==> config.mk <==
export PLATFORM = sky130hd
export DESIGN_NAME = bpct_queue
export DESIGN_NICKNAME = d
export VERILOG_FILES = /design/src/rtl/bpct_pkg.sv /design/src/rtl/bpct_queue.sv
export SDC_FILE = /design/constraint.sdc
export NUM_CORES = 1
export LEC_CHECK = 0
export BUFFER_PORTS_ARGS = -buffer_cell sky130_fd_sc_hd__buf_2
export CAP_MARGIN = 5
export CORE_UTILIZATION = 35
export DETAILED_ROUTE_END_ITERATION = 8
export HOLD_SLACK_MARGIN = 0.12
export PLACE_DENSITY = 0.68
export SLEW_MARGIN = 40
export SYNTH_ARGS = -nofsm -noshare
export SYNTH_HDL_FRONTEND = slang
export SYNTH_SLANG_ARGS = --single-unit
==> constraint.sdc <==
create_clock -name clk_i -period 10.9 [get_ports clk_i]
set_clock_uncertainty 0.1 [all_clocks]
set_input_delay 0.545 -clock clk_i [delete_from_list [all_inputs] [get_ports clk_i]]
set_output_delay 0.545 -clock clk_i [all_outputs]
set_load 0.005 [all_outputs]
==> src/rtl/bpct_pkg.sv <==
// Shared types and widths for the circle pair collision time pipeline.
package bpct_pkg;

  localparam int DiffW    = 33;
  localparam int RsW      = 32;
  localparam int CoefW    = 68;
  localparam int ProdW    = 136;
  localparam int DigitW   = 17;
  localparam int NumDigit = 4;
  localparam int RootW    = 68;
  localparam int SqRemW   = 70;
  localparam int NumW     = 70;
  localparam int DenW     = 67;
  localparam int DivW     = 100;
  localparam int QuoW     = 32;

  typedef struct packed {
    logic signed [DiffW-1:0] dx;
    logic signed [DiffW-1:0] dy;
    logic signed [DiffW-1:0] dvx;
    logic signed [DiffW-1:0] dvy;
    logic [RsW-1:0]          rs;
    logic                    still;
  } item_t;

  typedef struct packed {
    logic                    valid;
    logic                    still;
    logic signed [CoefW-1:0] b;
    logic [CoefW-1:0]        a;
    logic [CoefW-1:0]        bm;
    logic [CoefW-1:0]        cm;
    logic                    cneg;
    logic [ProdW-1:0]        bb;
    logic [ProdW-1:0]        ac;
  } mul_t;

  typedef struct packed {
    logic                    valid;
    logic                    nohit;
    logic signed [CoefW-1:0] b;
    logic [CoefW-1:0]        a;
    logic [ProdW-1:0]        d;
    logic [SqRemW-1:0]       r;
    logic [RootW-1:0]        q;
  } sq_t;

  typedef struct packed {
    logic             valid;
    logic             nohit;
    logic             sat;
    logic [DenW-1:0]  den;
    logic [DivW-1:0]  rem;
    logic [QuoW-1:0]  quo;
  } div_t;

endpackage

==> src/rtl/bpct_queue.sv <==
// Short FIFO between the input stage and the arithmetic pipeline.
module bpct_queue #(
  parameter int Depth = 2
) (
  input  logic            clk_i,
  input  logic            rst_ni,
  input  logic            push_valid_i,
  output logic            push_stall_o,
  input  bpct_pkg::item_t push_item_i,
  output logic            pop_valid_o,
  input  logic            pop_stall_i,
  output bpct_pkg::item_t pop_item_o
);

  localparam int PtrW = (Depth > 1) ? $clog2(Depth) : 1;
  localparam int CntW = $clog2(Depth + 1);

  bpct_pkg::item_t mem_q [Depth];
  logic [PtrW-1:0] wr_q, wr_d, rd_q, rd_d;
  logic [CntW-1:0] cnt_q, cnt_d;
  logic            push, pop;

  assign push_stall_o = (cnt_q == CntW'(Depth));
  assign pop_valid_o  = (cnt_q != '0);
  assign push         = push_valid_i && !push_stall_o;
  assign pop          = pop_valid_o && !pop_stall_i;
  assign pop_item_o   = mem_q[rd_q];

  always_comb begin
    wr_d  = wr_q;
    rd_d  = rd_q;
    cnt_d = cnt_q;
    if (push) begin
      wr_d = (wr_q == PtrW'(Depth - 1)) ? '0 : wr_q + 1'b1;
    end
    if (pop) begin
      rd_d = (rd_q == PtrW'(Depth - 1)) ? '0 : rd_q + 1'b1;
    end
    if (push && !pop) begin
      cnt_d = cnt_q + 1'b1;
    end else if (pop && !push) begin
      cnt_d = cnt_q - 1'b1;
    end
  end

  always_ff @(posedge clk_i or negedge rst_ni) begin
    if (!rst_ni) begin
      wr_q  <= '0;
      rd_q  <= '0;
      cnt_q <= '0;
    end else begin
      wr_q  <= wr_d;
      rd_q  <= rd_d;
      cnt_q <= cnt_d;
    end
  end

  always_ff @(posedge clk_i) begin
    if (push) begin
      mem_q[wr_q] <= push_item_i;
    end
  end

endmodule

==> results.md, run 1 <==
* Kind of critical path: reg2out
* Gpl congestion at 0.7200
* Final period demand of the worst path at roughly 3300 ps
* Global routing's busiest layer: met2
* Fillers at around 2700
* # DRC at 0
* Initial antenna violation count at 4
* Drt pass-1 iters at 4
* Io pins at 336
* Share of flip-flops with an asynchronous set or reset at 0.01198
* Cell taking the most area after synthesis: edfxtp_1
* Post-route setup TNS at 0 ps
* Number of CTS-inserted buffers at 36
* Cells after Synth at around 530
* Worst min path class: in2reg
* Layout area overhead at 40.87%
* Synth top area cells: edfxtp_1, mux2_2, dfrtp_1, buf_4, buf_6
* Average cell area after synthesis at 22.77 µm²
* Top cells by count, synth: edfxtp_1, mux2_2, buf_4
* Top-area cell type share of the netlist area at 0.8179
* Nets@finish at 1223
* Max Buffers Root-to-Sink at 3
* Core Util, Final at 0.5052
* Yosys warns at 0
* Vias in the first global route at 7494
* Met2 usage at 0.2579
* Fin. max-slew vios at 0
* Die Wd at 188.1 µm
* GR Overflow Total at 0
* RSZ-0062 raised after global routing: no
* Largest net degree at the start of global routing at 72
* Die height at 188.1 µm
* Fmax at slightly above 300 MHz
* Fin crit share at 0.3023
* Worst hold endpoint: mem_q[1][146]
* Leakage power total at 6.407 nW
* Starting density of the core at 0.3586
* Most frequent cell after synthesis: edfxtp_1
* Drt via density at 4.450
* Layout cells sized above 1 at 0.5195
* Max-cap violations at 0
* Final antenna-violating net count at 0
* Synth Register Bits at 334
* Total number of vias at 6804
* Clock Sinks at 334
* First-pass GRT wire length at between 30 and 40 mm
* Starting DRT DRC Count at about 290
* Final HPWL DP at 15.75 mm
* Final total power at 0.004146 W
* Die ar. at 35360 µm²
* Main flop type after synthesis: edfxtp_1
* FP Rows at 67
* All-Layer GR Usage at 0.1450
* Post-CTS Setup Repair Bufs at 0
* Crit-path max FO at 47
* Final Setup Violations at 0
* Grt met3 use at 0.04061
* TritonCTS clock tree: yes
* Multi-input logic area at 1966 µm²
* Area of the core at 33780 µm²
* Post-synth EDFFs at 330
* Fin. Hold Viols at 0
* Cells after DPL at ~1300
* Reg2Reg Launch Point: cnt_q[0]
* Worst slew margin at 0.4848
* Clk_lat worst skew at 500 ps
* Outcome: complete, no violations
* Arr. time, crit path at between 2000 and 3000 ps
* Worst slew pin tran at 772.8 ps
* Distinct cells, synth at 16
* Clk pin slew, worst setup/hold paths at 60 ps
* RR Endpoint: mem_q[1][16]
* Max VDD drop at about 0.13 mV
* Setup WS post-layout at between 7000 and 8000 ps
* Seq/Total Area, Yosys at 0.8262
* Startpoint types: flop
* GRT met1 Usage at 0.1637
* Cell Pwr Density at 242.9 nW/µm²
* Routed WL at 25.88 mm
* R2r setup slk at 8360 ps
* I/O Buffers at 335
* Fin cells at approximately 1500
* Hold Crit Depth at 1
* DP Worst Slack at 7968 ps
* Hold_sp: push_item_i[146]
* Req. time, crit path at slightly above 10000 ps
* Synth Cell Area at 12120 µm²
* CP endpoint kind: output pin
* H-tree levels at 2
* WL/cell at around 17 µm
* R2r worst-path depth at 3
* Sequential Area at 10010 µm²
* Clock root cell: clkbuf_16
* Syn_nets at 702
==> cell families (layout without fill, tap and decap cells) <==
logic type	after synthesis	count (layout)	share of synthesized area
adders and majority gates	1	1	0.001033
muxes	165	165	0.1534
and+or+nand+nor	7	7	0.003203
xor gates and xnor gates	5	5	0.003615
other	0	3	0
buffers and inverters	20	566	0.01260
DFF	334	334	0.8262
==> final cells by class <==
class,count,share of cell area
timing repair buffer,501,0.1972
clock buffer,45,0.05601
tap,448,0.03284
multi-input combinational,178,0.1152
sequential,334,0.5867
inverter,2,0.0004399
antenna,3,0.0004399
clock inverter,18,0.01114
==> timing repair <==
item                                   CTS  global route
hold buffers                           155             3
gates resized for setup                  0             0
endpoints found under the hold margin  311             5
==> layer usage <==
| layer | part of all wire | vias up |
|---|---|---|
| met4 | 0.029 | 2 |
| met3 | 0.068 | 57 |
| met2 | 0.52 | 257 |
| met1 | 0.38 | 3317 |
| met5 | 0.00031 | - |
| li1 | - | 3171 |
==> stage by stage <==
step           cell area (µm²)  hold WS [ps]
2_1_floorplan            12120         149.4
4_1_cts                  17030         120.4
6_report                 17070         139.2
3_3_place_gp             14270         258.6
5_1_grt                  17070         125.8
3_5_place_dp             14330         257.9
==> critical path, cell delays in order (launching register included) <==
cell and delay [ps]:
dfrtp_4 860, buf_4 440, buf_12 280, mux2_2 390
buf_2 140
==> sequential cells by signal, summed over array words and instances (netlist names) <==
name,flops
mem_q,330
cnt_q,2
rd_q,1
wr_q,1
==> layout by cell type, fill, tap and decap left out <==
| master | n |
|---|---|
| buf_2 | 335 |
| edfxtp_1 | 330 |
| mux2_2 | 165 |
| dlygate4sd3_1 | 158 |
| clkbuf_16 | 37 |
| clkinv_1 | 8 |
| clkbuf_1 | 8 |
| bufinv_16 | 4 |
| buf_6 | 4 |
| diode_2 | 3 |
| xnor2_1 | 3 |
| clkinv_2 | 3 |
| dfrtp_1 | 3 |
| inv_1 | 2 |
| xor2_1 | 2 |
| inv_6 | 2 |
| buf_4 | 2 |
| or2_2 | 1 |
| nand2b_1 | 1 |
| or2b_2 | 1 |
| nand2_1 | 1 |
| and3_4 | 1 |
| nor2_4 | 1 |
| nor2_1 | 1 |
| ha_1 | 1 |
| clkinvlp_4 | 1 |
| buf_12 | 1 |
| buf_16 | 1 |
| dfrtp_4 | 1 |
==> worst max-delay path by stage <==
stage / slack (ps) / startpoint / endpoint
finish: 7600 / rd_q / pop_item_o[68]
global route: 7450 / rd_q / pop_item_o[90]
detailed placement: 7970 / rd_q / pop_item_o[149]
CTS: 7430 / rd_q / pop_item_o[149]
floorplan: 2630 / push_valid_i / mem_q[0][0]
global placement: 7940 / rd_q / pop_item_o[68]
==> where the power goes <==
group / switching (W) / internal [W]
clock network: 0.000465 / 0.000716
registers: 0.0000948 / 0.00176
logic: 0.000549 / 0.000564
total: 0.00111 / 0.00304
Note: power is estimated with default switching activity, not from simulation.
==> inputs of run 2 (changes only) <==
Settings changed: ABC_AREA set to 1, PLACE_DENSITY 0.68 to 0.7.
Clock period 10.9 ns to 2.84 ns, I/O delays scaled along.
==> run 2 against run 1 <==
Compared with the run above:
- final cell count grew 24%
- highest routed layer is now met4
- critical path type unchanged
- critical path depth rose by 1
- setup slack got worse by 7100 ps
- sequential share of layout area fell by 0.59 points
- power rose to 3.9 times the previous value
- critical endpoint is now pop_item_o[33]
- count of clock-buffer cells in the layout rose by 3
- final area up 1.0%
==> results.md, run 2 <==
* WL/cell at 15.58 µm
* Clock network fraction of total power at 0.263
* Syn_nets at 1065
* FP Rows at 68
* Vias in the first global route at between 8000 and 9000
* Main flop type after synthesis: edfxtp_1
* Crit path max-delay family: buffers and inverters
* Biggest register: mem_q
* Slowest Stage Delay on Critical Path at 500 ps
* Synth Register Bits at 334
* Max-cap violations at 0
* Gpl congestion at 0.7609
* Resized Gates After CTS at 0
* Top cells by count, synth: nand2_1, edfxtp_1, buf_6
* Final Setup Violations at 0
* RSZ-0062 raised after global routing: no
* Final total power at 0.01613 W
* Post-CTS Setup Repair Bufs at 0
* Die ar. at approximately 36000 µm²
* Routed WL at 29.56 mm
* Initial antenna violation count at 3
* Max Buffers Root-to-Sink at 3
* Commonest non-fill, non-tap cell in the layout: nand2_1
* Fillers at around 2900
* Layout cells sized above 1 at 0.2801
* All-Layer GR Usage at 0.1616
* I/O Buffers at 335
* Max reg flops at 330
* Startpoint types: flop
* # DRC at 0
* CP bufs+invs at 3
* Post-synth EDFFs at between 300 and 400
* Crit-path max FO at 61
* Clk_lat worst skew at 520 ps
* First-pass GRT wire length at around 45 mm
* Cells after Synth at 895
* Leakage power total at roughly 7.3 nW
* Cell taking the most area after synthesis: edfxtp_1
* Seq/Total Area, Yosys at 0.8135
* CP cell instances: inv_4, buf_12, nand2_1, nand2_1, buf_2
* Area of the core at 34540 µm²
* Clk pin slew, worst setup/hold paths at 60 ps
* Max VDD drop at 0.7392 mV
* Fin. Hold Viols at 0
* Die height at 189.5 µm
* Drt pass-1 iters at 5
* TritonCTS clock tree: yes
* Final period demand of the worst path at 2307 ps
* Sw Pwr at 0.005132 W
* Worst slew margin at 0.5082
* Arr. time, crit path at 2060 ps
* Synth top area cells: edfxtp_1, nand2_1, buf_6, dfrtp_1, buf_2
* Starting density of the core at 0.3562
* H-tree levels at 2
* Most frequent cells in the layout: nand2_1, buf_2, edfxtp_1
* Distinct cells, synth at 14
* Cell Pwr Density at between 900 and 1000 nW/µm²
* Fmax at 433.6 MHz
* DP Worst Slack at 927.3 ps
* Die Wd at 189.5 µm
* Io pins at 336
* Starting DRT DRC Count at 394
* CP endpoint kind: output pin
* Share of flip-flops with an asynchronous set or reset at 0.01198
* Synth Cell Area at roughly 12000 µm²
* Reg power frac at 0.432
* Setup WS post-layout at 533.5 ps
* Post-route setup TNS at 0 ps
* Most frequent cell after synthesis: nand2_1
* Worst slew pin tran at 737.8 ps
* Clock root cell: clkbuf_16
* Fin. max-slew vios at 0
* Kind of critical path: reg2out
* Biggest regs: mem_q: 330 flops, cnt_q: 2 flops
* Switching share of power at 0.3181
* Hold slack at around 250 ps
* Total number of vias at 8491
* Critical-path top delay cell: dfrtp_4
* Final HPWL DP at 17.55 mm
* Req. time, crit path at 2600 ps
* Final antenna-violating net count at 0
* Nets@finish at 1585
* Drt via density at about 4.5
* Most used cell, CP: nand2_1
* Yosys warns at 0
* Top-area cell type share of the netlist area at 0.8054
* Comb power frac at 0.305
* Largest net degree at the start of global routing at 85
* Fin crit share at 0.8122
* Outcome: complete, no violations
* Number of CTS-inserted buffers at 35
* Worst min path class: in2reg
* GR Overflow Total at 0
* Layout area overhead at 40.11%
* Post-CTS Hold Fix Bufs at between 150 and 200
* Power Internal at roughly 0.011 W
* Average cell area after synthesis at 13.75 µm²
* Clock Sinks at approximately 330
==> run 2: cell count changes after synthesis, sizes merged, moves of 2 or more <==
cell / delta
nand2: +505
inv: +7
xor2: -2
mux2: -165
buf: +19
nand3: +2
xnor2: -2
==> run 2: path summary, 6_finish.rpt <==
kind	startpoint	to	slack (ps)	depth (start not counted)
max	rd_q	pop_item_o[33]	530	5
min	push_item_i[148]	mem_q[0][148]	250	2
max reg2reg	cnt_q[1]	mem_q[1][56]	930	4
min reg2reg	wr_q	wr_q	380	2
max in group asynchronous	rst_ni	rd_q	1950	3
min in group asynchronous	rst_ni	wr_q	470	3
==> run 2: power groups by stage <==
| stage | registers (W) | clock network (W) | logic, W |
|---|---|---|---|
| after floorplan | 0.00710 | 0 | 0.00268 |
| after global placement | 0.00703 | 0 | 0.00469 |
| after detailed placement | 0.00707 | 0 | 0.00474 |
| after CTS | 0.00697 | 0.00433 | 0.00495 |
| after global routing | 0.00706 | 0.00451 | 0.00549 |
| final | 0.00697 | 0.00424 | 0.00492 |
==> run 2: layout make-up <==
cell class	count	area [µm²]	area share
flip-flops and latches	334	10010	0.5809
repair buffers	520	3583	0.2079
multi-input cells	515	1963	0.1139
clock buffers	48	967.2	0.05610
well taps	455	569.3	0.03302
clock inverters	13	95.09	0.005516
inverters	9	40.04	0.002323
diodes	3	7.507	0.0004355
==> run 2: cell families (layout without fill, tap and decap cells) <==
logic type | Yosys count | after routing | share of synthesized area
other | 0 | 3 | 0
AND/OR/NAND/NOR | 512 | 512 | 0.1566
AO/OA/AOI/OAI | 1 | 1 | 0.0004064
XOR/XNOR | 1 | 1 | 0.0007119
flip-flops | 334 | 334 | 0.8135
adder cells (fa/ha/maj) | 1 | 1 | 0.001017
buffers and inverters | 46 | 590 | 0.02776
==> run 2: per-layer routing <==
layer | share of wire | vias up | global-route usage
li1 | - | 4060 | -
met1 | 0.39 | 4017 | 0.1877
met2 | 0.49 | 363 | 0.2777
met3 | 0.091 | 51 | 0.05060
met4 | 0.026 | 0 | 0.06266
met5 | 0 | - | 0
==> run 2: metrics by stage <==
stage               instance area [µm²]  cells    util
finish                            17240   1897  0.4991
global route                      17240   1896  0.4990
CTS                               17230   1894  0.4988
detailed placement                14480   1664  0.4191
global placement                  14470   1664  0.4189
floorplan                         12320    895       -
