===== config.mk =====
export PLATFORM = sky130hd
export DESIGN_NAME = bpct_front
export DESIGN_NICKNAME = d
export VERILOG_FILES = /design/src/rtl/bpct_pkg.sv /design/src/rtl/bpct_front.sv
export SDC_FILE = /design/constraint.sdc
export NUM_CORES = 1
export LEC_CHECK = 0
export ABC_AREA = 1
export BUFFER_PORTS_ARGS = -buffer_cell sky130_fd_sc_hd__clkbuf_2
export CAP_MARGIN = 15
export CORE_ASPECT_RATIO = 0.6
export CORE_MARGIN = 4
export CORE_UTILIZATION = 34
export CTS_CLUSTER_SIZE = 20
export DETAILED_ROUTE_END_ITERATION = 10
export HOLD_SLACK_MARGIN = 0.15
export PLACE_DENSITY = 0.61
export SLEW_MARGIN = 25
export SYNTH_ARGS = -nofsm -noshare
export SYNTH_HDL_FRONTEND = slang
export SYNTH_SLANG_ARGS = --single-unit

===== constraint.sdc =====
create_clock -name clk_i -period 9.57 [get_ports clk_i]
set_input_delay 0.4785 -clock clk_i [delete_from_list [all_inputs] [get_ports clk_i]]
set_output_delay 0.4785 -clock clk_i [all_outputs]
set_load 0.05 [all_outputs]

===== src/rtl/bpct_pkg.sv =====
// Shared types and widths for the circle pair collision time pipeline.
package bpct_pkg;

  localparam int DiffW    = 33;
  localparam int RsW      = 32;
  localparam int CoefW    = 68;
  localparam int ProdW    = 136;
  localparam int DigitW   = 17;
  localparam int NumDigit = 4;
  localparam int RootW    = 68;
  localparam int SqRemW   = 70;
  localparam int NumW     = 70;
  localparam int DenW     = 67;
  localparam int DivW     = 100;
  localparam int QuoW     = 32;

  typedef struct packed {
    logic signed [DiffW-1:0] dx;
    logic signed [DiffW-1:0] dy;
    logic signed [DiffW-1:0] dvx;
    logic signed [DiffW-1:0] dvy;
    logic [RsW-1:0]          rs;
    logic                    still;
  } item_t;

  typedef struct packed {
    logic                    valid;
    logic                    still;
    logic signed [CoefW-1:0] b;
    logic [CoefW-1:0]        a;
    logic [CoefW-1:0]        bm;
    logic [CoefW-1:0]        cm;
    logic                    cneg;
    logic [ProdW-1:0]        bb;
    logic [ProdW-1:0]        ac;
  } mul_t;

  typedef struct packed {
    logic                    valid;
    logic                    nohit;
    logic signed [CoefW-1:0] b;
    logic [CoefW-1:0]        a;
    logic [ProdW-1:0]        d;
    logic [SqRemW-1:0]       r;
    logic [RootW-1:0]        q;
  } sq_t;

  typedef struct packed {
    logic             valid;
    logic             nohit;
    logic             sat;
    logic [DenW-1:0]  den;
    logic [DivW-1:0]  rem;
    logic [QuoW-1:0]  quo;
  } div_t;

endpackage


===== src/rtl/bpct_front.sv =====
// Input stage: registers a beat, forms the relative motion and flags equal velocities.
module bpct_front (
  input  logic                  clk_i,
  input  logic                  rst_ni,
  input  logic                  in_valid_i,
  output logic                  in_stall_o,
  input  logic signed [31:0]    first_x_i,
  input  logic signed [31:0]    first_y_i,
  input  logic signed [31:0]    first_vx_i,
  input  logic signed [31:0]    first_vy_i,
  input  logic [30:0]           first_radius_i,
  input  logic signed [31:0]    second_x_i,
  input  logic signed [31:0]    second_y_i,
  input  logic signed [31:0]    second_vx_i,
  input  logic signed [31:0]    second_vy_i,
  input  logic [30:0]           second_radius_i,
  output logic                  push_valid_o,
  input  logic                  push_stall_i,
  output bpct_pkg::item_t       push_item_o
);

  logic            valid_q, valid_d;
  bpct_pkg::item_t item_q, item_d;
  logic            load;

  assign in_stall_o = valid_q && push_stall_i;
  assign load       = in_valid_i && !in_stall_o;

  always_comb begin
    item_d.dx    = {second_x_i[31], second_x_i} - {first_x_i[31], first_x_i};
    item_d.dy    = {second_y_i[31], second_y_i} - {first_y_i[31], first_y_i};
    item_d.dvx   = {second_vx_i[31], second_vx_i} - {first_vx_i[31], first_vx_i};
    item_d.dvy   = {second_vy_i[31], second_vy_i} - {first_vy_i[31], first_vy_i};
    item_d.rs    = {1'b0, first_radius_i} + {1'b0, second_radius_i};
    item_d.still = (second_vx_i == first_vx_i) && (second_vy_i == first_vy_i);
    if (load) begin
      valid_d = 1'b1;
    end else if (!push_stall_i) begin
      valid_d = 1'b0;
    end else begin
      valid_d = valid_q;
    end
  end

  always_ff @(posedge clk_i or negedge rst_ni) begin
    if (!rst_ni) begin
      valid_q <= 1'b0;
    end else begin
      valid_q <= valid_d;
    end
  end

  always_ff @(posedge clk_i) begin
    if (load) begin
      item_q <= item_d;
    end
  end

  assign push_valid_o = valid_q;
  assign push_item_o  = item_q;

endmodule


==> results.md, run 1 <==
* H-tree levels at 4
* Type of destination of the critical path: register
* Yosys reg bits at 166
* Maximum VDD drop at 0.138 mV
* RSZ-0062 raised after global routing: no
* Final std cells w/o fill at 4,099
* Detail Route Antenna Nets at 0
* Total CTS buffers at 17
* Clock Sink Count at 166
* Setup Buffers After CTS at 0
* Synth top area cells: edfxtp_1 (28%), nand2_1 (26%), inv_1 (16%)
* Area leader, netlist: edfxtp_1
* Relative slew slack at 30.4%
* Inst Count DP at 4,063
* Main combinational cell family by area after synthesis: simple AND/OR/NAND/NOR gates
* Post-Synth Adder-Cell Area at 11.9%
* Clock Skew at 0.0124 ns
* Final number of hold-violating endpoints at 0
* Synth cell count leaders: nand2_1 (1,209), inv_1 (742), nor2_1 (204), edfxtp_1 (165), ha_1 (159)
* Top cell type's share of synthesized area at 28.2%
* Final setup TNS at 0 ns
* Initial Utilization at 34.4%
* CP Launch Type: input pin
* Fin crit share at 22.9%
* Core Region at 0.0510 mm^2
* Max-capacitance violation count at 0
* Clock root cell: clkbuf_16
* Setup CP Type: in2reg
* Routed len/inst at 16.3 um
* Critical path required time at 9.81 ns
* Nets at 3,876
* Worst-path clk slew at 0.08 ns
* Most frequent cell after synthesis: nand2_1
* Post-synthesis async set-or-reset flop share at 0.602%
* Drt total wl at 66.6 mm
* Syn Nets at 3,369
* Post-synthesis instance area at 0.0176 mm^2
* Hold Path Class: in2reg
* Mux share of post-synthesis cell area at 0%
* Arrival @ worst endpoint at 2.43 ns
* P per Cell Area at 137 mW/mm^2
* Ports at 489
* Ys flop type: edfxtp_1
* Vias at 18,800
* Area Overhead vs Synth at 22.4%
* Sequential share of power at 32.0%
* Post-DP HPWL at 57.5 mm
* Register area at 0.00498 mm^2
* # port buffers at 488
* Worst hold slack at 0.214 ns
* Width of the chip at 301 um
* Vias per inst at 4.59
* First-pass GRT wire length at 98.7 mm
* Int Power at 1.66 mW
* Slew at the pin closest to its max-slew limit at 1.04 ns
* Area of the multi-input gates at 0.00980 mm^2
* Post-synthesis compound-gate area fraction at 3.47%
* Die height at 184 um
* Slew Limit Fails at 0
* Filler Cell Count at 5,649
* Final Critical Period at 2.19 ns
* RePlAce Congestion at 1.01
* Switching part of the total at 43.7%
* Post-Synth XOR/XNOR Area at 3.74%
* Vias in the first global route at 16,700
* All-Layer GR Usage at 23.4%
* Synth warn at 0
* Setup-failing EPs final at 0
* Die Area at 0.0555 mm^2
* Achievable Freq at 457 MHz
* Syn Inst Count at 2,883
* Count of cell types in the netlist at 26
* Hold-fix buffers, CTS at 1
* Leakage at 13.6 nW
* CP max FO at 4
* Number of DRC markers in iteration 0 at 1,561
* Sequential fraction of the synthesis area at 28.3%
* Simple-Gate Fraction of Synth Area at 36.6%
* Initial antenna violation count at 3
* Status: finished, final reports clean
* GR Overflow Total at 0
* Clock power share at 25.5%
* CTS max path bufs at 2
* Largest net degree at the start of global routing at 166
* Post-synth EDFFs at 165
* Avg Cell Area, Syn at 6.09 um^2
* TritonCTS clock tree: done
* Drt pass-1 iters at 6
* Row cnt at 64
* Post-CTS sizing at 0
* P_sw at 1.29 mW
* Layout cells sized above 1 at 16.4%
* Clk_lat worst skew at 0.49 ns
* Combinational share of power at 42.6%
* Drc violations at 0
## area by class of cell
class / count / share of cell area (%)
Sequential cell: 166 / 23.2
Clock buffer: 17 / 1.98
Antenna cell: 3 / 0.0349
Multi-Input combinational cell: 1973 / 45.6
Timing Repair Buffer: 490 / 11.5
Tap cell: 693 / 4.03
Inverter: 742 / 13.0
Clock inverter: 15 / 0.768
## metal layers
metal  vias to the layer above  routed length [um]  GRT usage [%]
met1                      8469               33200           36.4
met2                       669               27700           34.0
met3                        44                4920           4.07
met5                         -                   0              0
met4                         0                 765           3.40
li1                       9624                   -              -
## state kept, by name, indices dropped and copies added (netlist names)
register,flops
push_valid_o,1
push_item_o,165
## layout by cell type, fill, tap and decap left out
master            n
bufinv_16         2
nand2_2          29
diode_2           3
dfrtp_1           1
or2_1             4
o21bai_1          6
nand3_1         122
a21o_1            5
nor2_2            1
a21oi_1         101
nand4_1          21
clkinv_2          2
inv_8             1
nand3b_1          1
a21oi_2           2
nor2_1          203
nand3_2           3
dlygate4sd3_1     1
ha_1            159
o21ai_0           1
inv_1           742
nor2_4            1
nand2_1        1209
xor2_1           67
xnor2_1           8
edfxtp_1        165
fa_1              5
clkinvlp_4        3
clkbuf_2        488
clkinv_4          1
and2_1            8
nor4_1            2
nor3_1           14
and3_1            1
buf_12            1
clkbuf_16        17
inv_6             6
## power groups by stage
stage	combinational, mW	clock [mW]	sequential [mW]
5_1_grt	1.38	0.799	0.950
2_1_floorplan	0.593	0	1.22
3_3_place_gp	1.24	0	0.960
6_report	1.26	0.751	0.944
3_5_place_dp	1.24	0	0.960
4_1_cts	1.24	0.768	0.945
## worst max-delay path: stages
cell      delay [ns]
clkbuf_2        0.08
inv_1           0.03
ha_1            0.36
nand2_1         0.22
inv_1           0.06
nand2_1         0.16
nand2_1         0.11
a21oi_1         0.35
nand2_1         0.24
nand2_1         0.17
nand2_1         0.06
nand2_1         0.06
nand2_1         0.05
## logic make-up (layout without fill, tap and decap cells)
kind of cell             Yosys count  in the layout
flip-flops                       166            166
AO/OA/AOI/OAI                    115            115
AND/OR/NAND/NOR                 1619           1619
other                              0              3
buffers and inverters            744           1264
XOR/XNOR                          75             75
adder cells (fa/ha/maj)          164            164
## path summary, 6_finish.rpt
kind | from | end | slack [ns] | cells past startpoint
max | first_vx_i[7] | push_item_o[95] | 7.38 | 13
min | push_stall_i | push_valid_o | 0.21 | 3
max reg2reg | push_valid_o | push_item_o[129] | 7.71 | 4
min reg2reg | push_valid_o | push_valid_o | 0.49 | 2
max in group asynchronous | rst_ni | push_valid_o | 9.18 | 2
min in group asynchronous | rst_ni | push_valid_o | 0.31 | 2
## stage by stage
| stage | power (mW) | setup slack, ns | util, % | cell area [um^2] |
|---|---|---|---|---|
| after CTS | 2.96 | 7.54 | 42.1 | 21500 |
| after floorplan | 1.82 | 1.02 | - | 17600 |
| after global placement | 2.20 | 6.97 | 41.0 | 20900 |
| after detailed placement | 2.20 | 7.03 | 41.0 | 20900 |
| final | 2.95 | 7.38 | 42.2 | 21500 |
| after global routing | 3.13 | 7.35 | 42.2 | 21500 |
(Power assumes the default switching activity.)
==> inputs of run 2 (changes only) <==
ABC_AREA = 0   (was 1)
PLACE_DENSITY = 0.65   (was 0.61)
clock period = 2.01 ns   (was 9.57 ns; I/O delays follow)
==> results.md, run 2 <==
* GR Overflow Total at 0 (unchanged)
* Area Overhead vs Synth at 56.5%
* Count of cell types in the netlist at 75 (+190%)
* Layout cells sized above 1 at 44.0% (+28 points)
* Syn Nets at 1,949 (-42%)
* Initial Utilization at 34.7% (+0.30 points)
* CTS max path bufs at 2 (unchanged)
* RSZ-0062 raised after global routing: yes
* Slew Limit Fails at 0 (unchanged)
* Post-synth EDFFs at 165 (unchanged)
* Maximum VDD drop at 0.492 mV (+260%)
* Row cnt at 56 (-13%)
* Setup CP Type: in2reg
* Slew at the pin closest to its max-slew limit at 0.487 ns (-0.556 ns)
* Initial antenna violation count at 3 (unchanged)
* Final std cells w/o fill at 2,871 (-30%)
* Syn Inst Count at 1,463 (-49%)
* Stages on the worst setup path at 13 (unchanged)
* Most frequent cell after synthesis: inv_1
* Synth warn at 0 (unchanged)
* Synth cell count leaders: inv_1 (170), edfxtp_1 (165), ha_1 (159), a21oi_1 (135), nand2_1 (96)
* Die height at 164 um (-11%)
* Total CTS buffers at 17 (unchanged)
* Width of the chip at 267 um (-11%)
* Max incr delay on CP at 0.34 ns (-0.02 ns)
* Slowest CP cell: a221o_1
* Most frequent cells in the layout: clkbuf_2 (477), buf_4 (349), edfxtp_1 (165), inv_1 (160), ha_1 (130)
* Drt pass-1 iters at 5 (-1)
* FF-to-FF path depth at 3 (-1)
* Drt total wl at 50.3 mm (-25%)
* Arrival @ worst endpoint at 2.36 ns (-0.07 ns)
* Vias at 14,500 (-23%)
* Sequential share of power at 31.6% (-0.4 points)
* Top cell type's share of synthesized area at 36.2% (+8.0 points)
* Detail Route Antenna Nets at 0 (unchanged)
* Achievable Freq at 461 MHz
* Clock Skew at 0.0140 ns (+0.00166 ns)
* Vias in the first global route at 14,200 (-15%)
* Die Area at 0.0437 mm^2 (-21%)
* Post-synthesis async set-or-reset flop share at 0.602% (unchanged)
* Final number of hold-violating endpoints at 0 (unchanged)
* Ports at 489 (unchanged)
* Ys flop type: edfxtp_1
* Final Critical Period at 2.17 ns
* Number of DRC markers in iteration 0 at 846 (-46%)
* Hold depth at 4 (+1)
* Avg Cell Area, Syn at 9.37 um^2 (+54%)
* H-tree levels at 4 (unchanged)
* Failing checks: setup timing
* TritonCTS clock tree: done
* CP Launch Type: input pin
* Worst-path clk slew at 0.08 ns (about the same)
* Hold Path Class: in2reg
* Sequential fraction of the synthesis area at 36.3% (+8.0 points)
* Post-synthesis instance area at 0.0137 mm^2 (-22%)
* Routed len/inst at 17.5 um (+7.8%)
* Switching part of the total at 39.1% (-4.5 points)
* Placed standard-cell area at 0.0199 mm^2 (-5.0%)
* Area leader, netlist: edfxtp_1
* Worst setup margin at -0.161 ns (-7.54 ns)
* DP Worst Slack at -0.718 ns (-7.75 ns)
* Setup-failing EPs final at 17 (+17)
* Fin crit share at 108%
* # port buffers at 488 (unchanged)
* Relative slew slack at 67.5% (+37 points)
* CP max FO at 3 (-1)
* Clk_lat worst skew at 0.45 ns (-0.04 ns)
* Max-capacitance violation count at 0 (unchanged)
* Leakage at 10.5 nW (-23%)
* Post-Layout Inst Area at 0.0215 mm^2 (-0.24%)
* Drc violations at 0 (unchanged)
* CP top delay family: compound AO/OA/AOI/OAI gates
* Int Power at 8.73 mW (+420%)
* RePlAce Congestion at 0.924 (-8.6%)
* Yosys reg bits at 166 (unchanged)
* Nets at 2,819 (-27%)
* Crit path cell chain: buf_8 -> ha_4 -> fa_2 -> a21o_1 -> a221oi_2 -> buf_4 -> o2bb2ai_4 -> o21ai_4 -> a31oi_4 -> o22ai_4 -> a221o_1 -> a21oi_2 -> xnor2_1
* Buf+Inv Stages, Crit Path at 2 (-1)
* Synth top area cells: edfxtp_1 (36%), ha_1 (15%), xnor2_1 (5.8%)
* P per Cell Area at 668 mW/mm^2 (+390%)
* Clock power share at 22.3% (-3.2 points)
* Inst Count DP at 2,777 (-32%)
* Combinational share of power at 46.1% (+3.5 points)
* Vias per inst at 5.04 (+9.9%)
* Core Region at 0.0394 mm^2 (-23%)
* First-pass GRT wire length at 75.2 mm (-24%)
* Clock Sink Count at 166 (unchanged)
* Final setup TNS at -1.04 ns (-1.04 ns)
* Status: finished with violations
* P_sw at 5.61 mW (+340%)
* Critical path required time at 2.20 ns (-7.61 ns)
* Type of destination of the critical path: register
* Clock root cell: clkbuf_16
* Commonest non-fill, non-tap cell in the layout: clkbuf_2
* Total power at 14.3 mW (+390%)
* All-Layer GR Usage at 21.7% (-1.6 points)
* Number of flip-flops in the largest register at 165 (unchanged)
* Post-DP HPWL at 41.5 mm (-28%)
* Largest net degree at the start of global routing at 76 (-54%)
[run 2: final cells by class]
class | instances | area, um^2
multi-input cells | 1103 | 8980
clock buffers | 17 | 425
repair buffers | 875 | 5590
fillers | 3565 | 18000
well taps | 522 | 653
flip-flops and latches | 166 | 4980
clock inverters | 15 | 123
inverters | 170 | 691
diodes | 3 | 7.51
[run 2: what timing repair did]
item / in CTS / in global routing
buffers inserted: 17 / 16
hold buffers: 27 / 0
pin swaps: 36 / 57
hold endpoints to repair: 24 / 0
resized for setup: 27 / 78
endpoints found under the setup margin: 30 / 52
[run 2: layer usage]
| metal | wire, um | GRT usage, % |
|---|---|---|
| met2 | 23900 | 36.0 |
| met5 | 0 | 0 |
| met3 | 3050 | 4.14 |
| met1 | 22200 | 28.9 |
| met4 | 1160 | 6.55 |
[run 2: path summary, 6_finish.rpt]
path	startpoint	end	slack, ns
setup / recovery	first_radius_i[0]	push_item_o[31]	-0.16
hold / removal	first_vx_i[23]	push_item_o[89]	0.19
setup reg to reg	push_valid_o	push_item_o[96]	0.46
hold reg to reg	push_valid_o	push_item_o[30]	0.89
max in group asynchronous	rst_ni	push_valid_o	1.39
min in group asynchronous	rst_ni	push_valid_o	0.50
[run 2: kinds of logic (layout without fill, tap and decap cells)]
kind of cell,count (synthesis),in the layout,share of synthesized area [%]
AOI/OAI and AO/OA,447,447,21.9
and+or+nand+nor,360,360,12.7
buffers and inverters,194,1077,5.31
DFF,166,166,36.3
adders and majority gates,164,164,15.2
xor gates and xnor gates,131,131,8.37
muxes,1,1,0.0730
other,0,3,0
[run 2: worst min-delay path, cell delays in order]
cell and delay [ns]:
clkbuf_2 0.08, inv_1 0.04, ha_1 0.17, xnor2_1 0.13
[run 2: stage by stage]
| stage | util (%) | hold WS, ns |
|---|---|---|
| after floorplan | - | -0.195 |
| after global placement | 50.3 | -0.124 |
| after detailed placement | 50.3 | -0.122 |
| after CTS | 53.2 | 0.152 |
| after global routing | 54.4 | 0.165 |
| final | 54.4 | 0.190 |
[run 2: power by group through the flow]
stage	registers (mW)	logic, mW	clock network (mW)
CTS	4.52	6.38	3.30
finish	4.52	6.61	3.20
detailed placement	4.60	6.18	0
floorplan	5.88	2.59	0
global route	4.55	7.08	3.45
global placement	4.59	6.10	0
